$ cat src/hw/rtl/itfp_pkg.sv
package itfp_pkg;

   // Field header phases.
   localparam logic [1:0] PH_TYPE   = 2'd0;
   localparam logic [1:0] PH_LEN_HI = 2'd1;
   localparam logic [1:0] PH_LEN_LO = 2'd2;
   localparam logic [1:0] PH_DATA   = 2'd3;

   // Field types of interest.
   localparam logic [4:0] TYPE_HASH   = 5'd1;
   localparam logic [4:0] TYPE_ROUTE  = 5'd3;
   localparam logic [4:0] TYPE_EXPIRY = 5'd6;
   localparam logic [4:0] TYPE_CLTV   = 5'd24;

   // Field geometry.
   localparam logic [9:0] HASH_SYMBOLS      = 10'd52;
   localparam logic [9:0] HASH_BYTES        = 10'd32;
   localparam logic [9:0] ROUTE_ENTRY_BYTES = 10'd51;
   localparam logic [9:0] NODE_ID_BYTES     = 10'd33;
   localparam logic [9:0] MAX_VALUE_SYMBOLS = 10'd6;
   localparam logic [9:0] BYTE_COUNT_MAX    = 10'd1023;
   localparam logic [3:0] ENTRY_MAX         = 4'd15;

   // Route entry byte positions that close a value.
   localparam logic [9:0] POS_CHANNEL  = 10'd40;
   localparam logic [9:0] POS_FEE_BASE = 10'd44;
   localparam logic [9:0] POS_FEE_PROP = 10'd48;
   localparam logic [9:0] POS_DELTA    = 10'd50;

   // Result kinds.
   localparam logic [3:0] KIND_HASH     = 4'd0;
   localparam logic [3:0] KIND_EXPIRY   = 4'd1;
   localparam logic [3:0] KIND_CLTV     = 4'd2;
   localparam logic [3:0] KIND_NODE     = 4'd3;
   localparam logic [3:0] KIND_CHANNEL  = 4'd4;
   localparam logic [3:0] KIND_FEE_BASE = 4'd5;
   localparam logic [3:0] KIND_FEE_PROP = 4'd6;
   localparam logic [3:0] KIND_DELTA    = 4'd7;
   localparam logic [3:0] KIND_DONE     = 4'd8;

   // Status codes.
   localparam logic [2:0] ST_OK        = 3'd0;
   localparam logic [2:0] ST_TRUNCATED = 3'd1;
   localparam logic [2:0] ST_TOO_LONG  = 3'd2;
   localparam logic [2:0] ST_ROUTE     = 3'd3;
   localparam logic [2:0] ST_NO_HASH   = 3'd4;

   // Configuration register indexes and reset values.
   localparam logic CSR_DEFAULT_EXPIRY = 1'b0;
   localparam logic CSR_DEFAULT_CLTV   = 1'b1;
   localparam logic [31:0] DEFAULT_EXPIRY_RESET = 32'd3600;
   localparam logic [31:0] DEFAULT_CLTV_RESET   = 32'd9;

   // Most results one transaction can cause.
   localparam int MAX_RESULTS = 5;

   typedef struct packed {
      logic [4:0] symbol;
      logic       no_data;
      logic       last;
   } req_type;

   typedef struct packed {
      logic [3:0]  kind;
      logic [3:0]  entry;
      logic [5:0]  byte_index;
      logic [63:0] value;
      logic [2:0]  status;
      logic        last_result;
   } rsp_type;

endpackage

$ cat src/hw/rtl/invoice_tagged_field_parser_unit.sv
// Timing: the first result of a transaction is offered in the cycle after it is accepted.
// Throughput: one input transaction per cycle while each causes at most one result and the
// receiver does not stall; a transaction causing n results holds the result register until all n are taken.
// Reset: synchronous, active high; clears the parse state and loads the default expiry
// (3600) and default minimum cltv (9).
module invoice_tagged_field_parser_unit (
   input  logic              clock,
   input  logic              reset,
   input  logic              req_valid,
   output logic              req_stall,
   input  itfp_pkg::req_type req_data,
   output logic              rsp_valid,
   input  logic              rsp_stall,
   output itfp_pkg::rsp_type rsp_data,
   input  logic              csr_we,
   input  logic              csr_index,
   input  logic [31:0]       csr_wdata
);
   import itfp_pkg::*;

   // Parse state.
   logic [1:0]  phase_ff, phase_in;
   logic [4:0]  ftype_ff, ftype_in;
   logic [9:0]  len_ff, len_in;
   logic [9:0]  rem_ff, rem_in;
   logic [11:0] bbuf_ff, bbuf_in;
   logic [3:0]  bheld_ff, bheld_in;
   logic [9:0]  bcnt_ff, bcnt_in;
   logic [3:0]  rent_ff, rent_in;
   logic [63:0] acc_ff, acc_in;
   logic [31:0] expiry_ff, expiry_in;
   logic [31:0] cltv_ff, cltv_in;
   logic        rseen_ff, rseen_in;
   logic        hnz_ff, hnz_in;
   logic [2:0]  err_ff, err_in;
   logic [31:0] dexp_ff;
   logic [31:0] dcltv_ff;

   // Result group buffer.
   rsp_type     grp_ff [MAX_RESULTS];
   rsp_type     grp_in [MAX_RESULTS];
   logic [2:0]  cnt_ff, cnt_in;
   logic [2:0]  idx_ff;

   logic accept;
   logic take;
   logic fin;
   logic busy;

   // Handshake: a new transaction enters when the buffer is empty or drains this cycle.
   assign busy      = (cnt_ff != 3'd0);
   assign rsp_valid = busy;
   assign rsp_data  = grp_ff[idx_ff];
   assign take      = rsp_valid && !rsp_stall;
   assign fin       = take && (idx_ff == cnt_ff - 3'd1);
   assign req_stall = busy && !fin;
   assign accept    = req_valid && !req_stall;

   // One symbol through the field parser, producing the result group.
   always_comb begin
      logic        route_act;
      logic        value_act;
      logic        hash_act;
      logic        do_end;
      logic [7:0]  b;
      logic [1:0]  rbv;
      logic [7:0]  rbb [2];
      logic [9:0]  pos;
      logic [3:0]  kd;
      logic [2:0]  n;

      phase_in  = phase_ff;
      ftype_in  = ftype_ff;
      len_in    = len_ff;
      rem_in    = rem_ff;
      bbuf_in   = bbuf_ff;
      bheld_in  = bheld_ff;
      bcnt_in   = bcnt_ff;
      rent_in   = rent_ff;
      acc_in    = acc_ff;
      expiry_in = expiry_ff;
      cltv_in   = cltv_ff;
      rseen_in  = rseen_ff;
      hnz_in    = hnz_ff;
      err_in    = err_ff;
      route_act = 1'b0;
      value_act = 1'b0;
      hash_act  = 1'b0;
      do_end    = 1'b0;
      b         = 8'd0;
      rbv       = 2'b00;
      rbb[0]    = 8'd0;
      rbb[1]    = 8'd0;
      pos       = 10'd0;
      kd        = KIND_CHANNEL;
      n         = 3'd0;
      for (int i = 0; i < MAX_RESULTS; i++) begin
         grp_in[i] = '0;
      end

      // Symbol handling, skipped for an empty item or once an error has been seen.
      if (!req_data.no_data && err_ff == ST_OK) begin
         unique case (phase_ff)
            PH_TYPE: begin
               ftype_in = req_data.symbol;
               phase_in = PH_LEN_HI;
            end
            PH_LEN_HI: begin
               len_in   = {req_data.symbol, 5'd0};
               phase_in = PH_LEN_LO;
            end
            PH_LEN_LO: begin
               len_in   = len_ff | {5'd0, req_data.symbol};
               rem_in   = len_in;
               bcnt_in  = 10'd0;
               bbuf_in  = 12'd0;
               bheld_in = 4'd0;
               acc_in   = 64'd0;
               if (ftype_in == TYPE_HASH && len_in == HASH_SYMBOLS) begin
                  hnz_in = 1'b0;
               end
               if ((ftype_in == TYPE_EXPIRY || ftype_in == TYPE_CLTV) &&
                   len_in > MAX_VALUE_SYMBOLS) begin
                  err_in = ST_TOO_LONG;
               end else if (ftype_in == TYPE_ROUTE && !rseen_in && len_in == 10'd0) begin
                  err_in = ST_ROUTE;
               end else if (len_in == 10'd0) begin
                  do_end = 1'b1;
               end else begin
                  phase_in = PH_DATA;
               end
            end
            default: begin
               value_act = (ftype_in == TYPE_EXPIRY || ftype_in == TYPE_CLTV);
               hash_act  = (ftype_in == TYPE_HASH && len_in == HASH_SYMBOLS);
               route_act = (ftype_in == TYPE_ROUTE && !rseen_in);
               if (value_act) begin
                  acc_in = {acc_in[58:0], req_data.symbol};
               end else if (hash_act || route_act) begin
                  bbuf_in  = {bbuf_in[6:0], req_data.symbol};
                  bheld_in = bheld_in + 4'd5;
                  if (bheld_in >= 4'd8) begin
                     b        = 8'(bbuf_in >> (bheld_in - 4'd8));
                     bheld_in = bheld_in - 4'd8;
                     bbuf_in  = bbuf_in & ((12'd1 << bheld_in) - 12'd1);
                     if (hash_act) begin
                        if (bcnt_in < HASH_BYTES) begin
                           grp_in[n] = '{KIND_HASH, 4'd0, bcnt_in[5:0], {56'd0, b},
                                         ST_OK, 1'b0};
                           n = n + 3'd1;
                           if (b != 8'd0) begin
                              hnz_in = 1'b1;
                           end
                        end
                        if (bcnt_in < BYTE_COUNT_MAX) begin
                           bcnt_in = bcnt_in + 10'd1;
                        end
                     end else begin
                        rbv[0] = 1'b1;
                        rbb[0] = b;
                     end
                  end
               end
               rem_in = rem_in - 10'd1;
               if (rem_in == 10'd0) begin
                  do_end = 1'b1;
               end
            end
         endcase
      end

      value_act = (ftype_in == TYPE_EXPIRY || ftype_in == TYPE_CLTV);
      route_act = (ftype_in == TYPE_ROUTE && !rseen_in);

      // A partial route byte at field end is padded with zero bits.
      if (do_end && !value_act && route_act && bheld_in != 4'd0 && bheld_in < 4'd8) begin
         rbv[1] = 1'b1;
         rbb[1] = 8'(bbuf_in << (4'd8 - bheld_in));
      end

      // Route bytes: node id bytes, then the big-endian entry values.
      for (int k = 0; k < 2; k++) begin
         if (rbv[k]) begin
            pos = bcnt_in - 10'({6'd0, rent_in} * ROUTE_ENTRY_BYTES);
            if (pos < NODE_ID_BYTES) begin
               grp_in[n] = '{KIND_NODE, rent_in, pos[5:0], {56'd0, rbb[k]}, ST_OK, 1'b0};
               n = n + 3'd1;
            end else begin
               acc_in = {acc_in[55:0], rbb[k]};
               if (pos == POS_CHANNEL || pos == POS_FEE_BASE || pos == POS_FEE_PROP ||
                   pos == POS_DELTA) begin
                  priority if (pos == POS_CHANNEL) begin
                     kd = KIND_CHANNEL;
                  end else if (pos == POS_FEE_BASE) begin
                     kd = KIND_FEE_BASE;
                  end else if (pos == POS_FEE_PROP) begin
                     kd = KIND_FEE_PROP;
                  end else begin
                     kd = KIND_DELTA;
                  end
                  grp_in[n] = '{kd, rent_in, 6'd0, acc_in, ST_OK, 1'b0};
                  n = n + 3'd1;
                  acc_in = 64'd0;
                  if (pos == POS_DELTA && rent_in < ENTRY_MAX) begin
                     rent_in = rent_in + 4'd1;
                  end
               end
            end
            if (bcnt_in < BYTE_COUNT_MAX) begin
               bcnt_in = bcnt_in + 10'd1;
            end
         end
      end

      // Field end: report a value field, or check the route length.
      if (do_end) begin
         if (value_act) begin
            if (ftype_in == TYPE_EXPIRY) begin
               expiry_in = acc_in[31:0];
               grp_in[n] = '{KIND_EXPIRY, 4'd0, 6'd0, {32'd0, acc_in[31:0]}, ST_OK, 1'b0};
            end else begin
               cltv_in   = acc_in[31:0];
               grp_in[n] = '{KIND_CLTV, 4'd0, 6'd0, {32'd0, acc_in[31:0]}, ST_OK, 1'b0};
            end
            n = n + 3'd1;
         end else if (route_act) begin
            if (bcnt_in < ROUTE_ENTRY_BYTES) begin
               err_in = ST_ROUTE;
            end else begin
               rseen_in = 1'b1;
            end
         end
         bbuf_in  = 12'd0;
         bheld_in = 4'd0;
         phase_in = PH_TYPE;
      end

      // Section end: final values and status, then a fresh section.
      if (req_data.last) begin
         if (err_in == ST_OK && phase_in != PH_TYPE) begin
            err_in = ST_TRUNCATED;
         end
         if (err_in == ST_OK && !hnz_in) begin
            err_in = ST_NO_HASH;
         end
         grp_in[n] = '{KIND_EXPIRY, 4'd0, 6'd0, {32'd0, expiry_in}, ST_OK, 1'b0};
         n = n + 3'd1;
         grp_in[n] = '{KIND_CLTV, 4'd0, 6'd0, {32'd0, cltv_in}, ST_OK, 1'b0};
         n = n + 3'd1;
         grp_in[n] = '{KIND_DONE, 4'd0, 6'd0, 64'd0, err_in, 1'b0};
         n = n + 3'd1;
         phase_in  = PH_TYPE;
         ftype_in  = 5'd0;
         len_in    = 10'd0;
         rem_in    = 10'd0;
         bbuf_in   = 12'd0;
         bheld_in  = 4'd0;
         bcnt_in   = 10'd0;
         rent_in   = 4'd0;
         acc_in    = 64'd0;
         expiry_in = dexp_ff;
         cltv_in   = dcltv_ff;
         rseen_in  = 1'b0;
         hnz_in    = 1'b0;
         err_in    = ST_OK;
      end

      if (n != 3'd0) begin
         grp_in[n - 3'd1].last_result = 1'b1;
      end
      cnt_in = n;
   end

   // Parse state and configuration registers.
   always_ff @(posedge clock) begin
      if (reset) begin
         phase_ff  <= PH_TYPE;
         ftype_ff  <= 5'd0;
         len_ff    <= 10'd0;
         rem_ff    <= 10'd0;
         bbuf_ff   <= 12'd0;
         bheld_ff  <= 4'd0;
         bcnt_ff   <= 10'd0;
         rent_ff   <= 4'd0;
         acc_ff    <= 64'd0;
         expiry_ff <= DEFAULT_EXPIRY_RESET;
         cltv_ff   <= DEFAULT_CLTV_RESET;
         rseen_ff  <= 1'b0;
         hnz_ff    <= 1'b0;
         err_ff    <= ST_OK;
         dexp_ff   <= DEFAULT_EXPIRY_RESET;
         dcltv_ff  <= DEFAULT_CLTV_RESET;
      end else begin
         if (accept) begin
            phase_ff  <= phase_in;
            ftype_ff  <= ftype_in;
            len_ff    <= len_in;
            rem_ff    <= rem_in;
            bbuf_ff   <= bbuf_in;
            bheld_ff  <= bheld_in;
            bcnt_ff   <= bcnt_in;
            rent_ff   <= rent_in;
            acc_ff    <= acc_in;
            expiry_ff <= expiry_in;
            cltv_ff   <= cltv_in;
            rseen_ff  <= rseen_in;
            hnz_ff    <= hnz_in;
            err_ff    <= err_in;
         end
         if (csr_we) begin
            if (csr_index == CSR_DEFAULT_EXPIRY) begin
               dexp_ff   <= csr_wdata;
               expiry_ff <= csr_wdata;
            end else begin
               dcltv_ff <= csr_wdata;
               cltv_ff  <= csr_wdata;
            end
         end
      end
   end

   // Result group buffer: filled on acceptance, drained one result per transaction.
   always_ff @(posedge clock) begin
      if (reset) begin
         cnt_ff <= 3'd0;
         idx_ff <= 3'd0;
      end else if (accept) begin
         cnt_ff <= cnt_in;
         idx_ff <= 3'd0;
      end else if (fin) begin
         cnt_ff <= 3'd0;
         idx_ff <= 3'd0;
      end else if (take) begin
         idx_ff <= idx_ff + 3'd1;
      end
   end

   always_ff @(posedge clock) begin
      if (accept) begin
         grp_ff <= grp_in;
      end
   end

   // The read pointer stays inside the filled part of the group.
   assert property (@(posedge clock) disable iff (reset)
      busy |-> (idx_ff < cnt_ff && cnt_ff <= 3'(MAX_RESULTS)))
      else $error("result pointer outside group");

   // A done result always closes its group.
   assert property (@(posedge clock) disable iff (reset)
      (rsp_valid && rsp_data.kind == KIND_DONE) |-> rsp_data.last_result)
      else $error("done result not last in group");

   // An error holds until the section ends.
   assert property (@(posedge clock) disable iff (reset)
      (err_ff != ST_OK && !(accept && req_data.last)) |=> (err_ff == $past(err_ff)))
      else $error("error code changed inside section");

   // Only a status result carries a nonzero status.
   assert property (@(posedge clock) disable iff (reset)
      (rsp_valid && rsp_data.kind != KIND_DONE) |-> (rsp_data.status == ST_OK))
      else $error("status on a non-done result");

endmodule

$ cat config.mk
export PLATFORM = sky130hd
export DESIGN_NAME = invoice_tagged_field_parser_unit
export DESIGN_NICKNAME = d
export VERILOG_FILES = /design/src/hw/rtl/itfp_pkg.sv /design/src/hw/rtl/invoice_tagged_field_parser_unit.sv
export SDC_FILE = /design/constraint.sdc
export NUM_CORES = 2
export LEC_CHECK = 0
export BUFFER_PORTS_ARGS = -buffer_cell sky130_fd_sc_hd__buf_2
export CAP_MARGIN = 25
export CORE_MARGIN = 4
export CORE_UTILIZATION = 50
export CTS_CLUSTER_SIZE = 25
export DETAILED_ROUTE_END_ITERATION = 12
export PLACE_DENSITY_LB_ADDON = 0.15
export SKIP_LAST_GASP = 1
export SLEW_MARGIN = 5
export SYNTH_ARGS = -nofsm -noshare
export SYNTH_HDL_FRONTEND = slang
export SYNTH_SLANG_ARGS = --single-unit
$ cat constraint.sdc
create_clock -name clock -period 19.5 [get_ports clock]
set_input_delay 0.975 -clock clock [delete_from_list [all_inputs] [get_ports clock]]
set_output_delay 0.975 -clock clock [all_outputs]
set_load 0.02 [all_outputs]
==> run_results.csv <==
group,metric,value,unit
routing,drt.antenna.violating_nets,0,
routing,dr.pass1.iters,11,
cts,cts_buffers,71,
timing,period_minus_slack,16.14,ns
floorplan,die_area,0.0818,mm^2
floorplan,die_y,286,um
grt,gr-total-overflow,0,
timing,fmax,0.0620,GHz
logic_synthesis,synth.distinct_cells,101,
logic_synthesis,ys_warn_count,0,
logic_synthesis,yosys.area.top_type,"edfxtp_1",
timing,clock-skew-final,0.0464,ns
pwr,p_switching,824,uW
cts,clockBufferDepth,3,
logic_synthesis,synthFlopType,"edfxtp_1",
cts,clk_latency,0.65,ns
setup_path,worstSetupStartpointType,"flip-flop",
cts,cts_tree,"done",
floorplan,coreArea,0.0762,mm^2
layout,utilization,56.0,%
logic_synthesis,ys_ff_latch,615,
timing,fin_ws,3.36,ns
logic_synthesis,synth_edf_count,367,
timing,period_share,82.8,%
logic_synthesis,synthArstFlopShare,0,%
outcome,status,"complete, no violations",
logic_synthesis,synth_cells,4381,
layout,synthToLayoutAreaGrowth,10.5,%
timing,tightest_slew,1.16,ns
pwr,vdd_drop_max,0.0669,mV
logic_synthesis,synth.area.top_cells,"edfxtp_1 (29%), dfxtp_1 (13%), nor2_1 (5.3%)",
pwr,swShare,25.8,%
layout,fin_cells,5432,
pwr,internal-power,2360,uW
routing,route.detailed.drc,0,
setup_path,crit_fanout,26,
setup_path,critPathKind,"flip-flop to flip-flop",
place,gp_congestion,0.988,
grt,antenna_found_initial,8,
logic_synthesis,synth-seq-area-share,41.4,%
cts,clock-sinks,615,
setup_path,worstPathArrival,16.60,ns
timing,rsz0062_at_grt,"no",
layout,drive_above_1_share,12.6,%
logic_synthesis,syn_area_per_cell,8.82,um^2
cts,cts_hold_buf,0,
place,dp.cells,5291,
pwr,p_comb_share,10.1,%
floorplan,initial_core_util,50.7,%
cts,cts_resized,0,
grt,grt_pass1_vias,34600,
min_path,hold_class,"flip-flop to flip-flop",
routing,via_per_inst,6.80,
pwr,cellPowerDensity,74.7,mW/mm^2
pwr,leakagePower,0.0145,uW
timing,finalHoldViolations,0,
logic_synthesis,syn_area,0.0386,mm^2
logic_synthesis,synth.net_count,4507,
routing,avgRoutedWirePerCell,27.4,um
grt,grt_max_degree,176,
pwr,seqPwrFrac,46.3,%
place,portBuffers,128,
floorplan,rows,101,
cts,cts_root_buf,"clkbuf_16",
routing,num_vias,36900,
logic_synthesis,synth_top_area_share,28.5,%
cts,path_clk_slew,0.06,ns
setup_path,cp-end-kind,"flip-flop",
grt,grt_pass1_wl,221000,um
pwr,clkPwrFrac,43.6,%
timing,max-slew-margin-rel,22.3,%
layout,num-fill-cells,6979,
floorplan,io_pins,129,
grt,grt_use_total,35.2,%
place,dp_hpwl,99600,um
setup_path,max_stage_delay,0.84,ns
routing,drt_wl_total,149000,um
routing,drtIter0Drc,5351,
timing,setup_viol,0,
place,pre_cts_ws,3.30,ns
run,max-cap-violations,0,
timing,tns,0,ns
cts,ctsHtreeMaxLevel,3,
pwr,power,3190,uW
cts,post-cts-setup-buffers,0,
setup_path,worstPathRequired,19.96,ns
layout,final_nets,4465,
setup_path,slowest_stage,"dfxtp_1",
timing,slew_violations,0,
floorplan,die_w,286,um
-- critical path: cells and delay by family, from the launching register on --
kind / cells / cell delay [ns]
compound gates: 16 / 4.30
simple gates: 12 / 4.01
fa+ha+maj: 8 / 3.18
buf+inv: 9 / 1.45
xor+xnor: 4 / 1.11
mux: 3 / 1.01
flops: 1 / 0.84
-- power by group through the flow --
stage               sequential (uW)  combinational [uW]  clock (uW)
floorplan                      1520                 210           0
global placement               1500                 312           0
detailed placement             1500                 314           0
CTS                            1480                 316        1400
global route                   1480                 343        1460
finish                         1480                 322        1390
-- path summary, 6_finish.rpt --
kind / end / cells after the start / slack, ns / startpoint
worst max-delay path: grp_ff[382] / 52 / 3.36 / bheld_ff[0]
worst min-delay path: dexp_ff[11] / 2 / 0.45 / dexp_ff[11]
worst max register to register: grp_ff[382] / 52 / 3.36 / bheld_ff[0]
worst min register to register: dexp_ff[11] / 2 / 0.45 / dexp_ff[11]
-- Yosys cell counts, types with 69 or more instances --
master    instances
a21oi_1         332
o22ai_1         112
nor3_1          100
mux2i_1          70
mux4_2           84
inv_1           129
dfxtp_1         248
a22oi_1         228
o21ai_0         371
ha_1             69
clkbuf_1        282
nand2_1         433
edfxtp_1        367
nor2_1          549
-- cells in the final DEF, fill, tap and decap left out, types with 40 or more instances in the layout --
cell / count
xnor2_1: 40
nor2_1: 545
mux2i_1: 70
nor2b_1: 59
edfxtp_1: 367
buf_4: 100
ha_1: 69
o21ai_0: 368
o21ai_1: 57
a21oi_1: 330
inv_1: 128
nor4_1: 49
buf_2: 128
nand3_1: 67
a31oi_1: 41
nand2_1: 430
o22ai_1: 112
dfxtp_1: 245
a22oi_1: 228
nor3_1: 95
clkbuf_16: 74
mux4_2: 84
-- layout make-up --
class                   count  area (um^2)  area share (%)
diodes                      4         10.0          0.0235
clock buffers             101         2040            4.79
clock inverters            31          364           0.853
inverters                 140          533            1.25
multi-input cells        3276        20900            49.1
flip-flops and latches    615        16000            37.5
well taps                1030         1290            3.02
repair buffers            235         1500            3.51
-- registers in the layout, summed over array words and instances (netlist names), 3 cells and up --
signal	flops
dexp_ff	32
len_ff	10
cnt_ff	3
bbuf_ff	8
rent_ff	4
bheld_ff	4
rem_ff	10
dcltv_ff	32
bcnt_ff	10
acc_ff	56
ftype_ff	5
err_ff	3
expiry_ff	32
cltv_ff	32
idx_ff	3
grp_ff	367
-- through the flow --
| stage | hold slack [ns] | cell area [um^2] |
|---|---|---|
| 3_5_place_dp | 0.438 | 40200 |
| 4_1_cts | 0.446 | 42600 |
| 5_1_grt | 0.464 | 42700 |
| 6_report | 0.451 | 42700 |
| 3_3_place_gp | 0.432 | 40200 |
| 2_1_floorplan | 0.423 | 38600 |
-- cell families after synthesis --
logic type / after synthesis / synth area share, %
fa+ha+maj: 81 / 2.86
xor+xnor: 64 / 1.54
buf+inv: 490 / 4.90
simple gates: 1462 / 17.4
compound gates: 1495 / 24.6
mux: 174 / 7.30
flops: 615 / 41.4
-- metal layers --
metal | part of all wire [%] | up-vias | GRT usage (%)
li1 | - | 16300 | -
met5 | 0.11 | - | 0.952
met4 | 5.1 | 6 | 16.2
met3 | 13 | 501 | 11.0
met1 | 39 | 17600 | 47.7
met2 | 42 | 2509 | 51.6
Note: power is estimated with default switching activity, not from simulation.
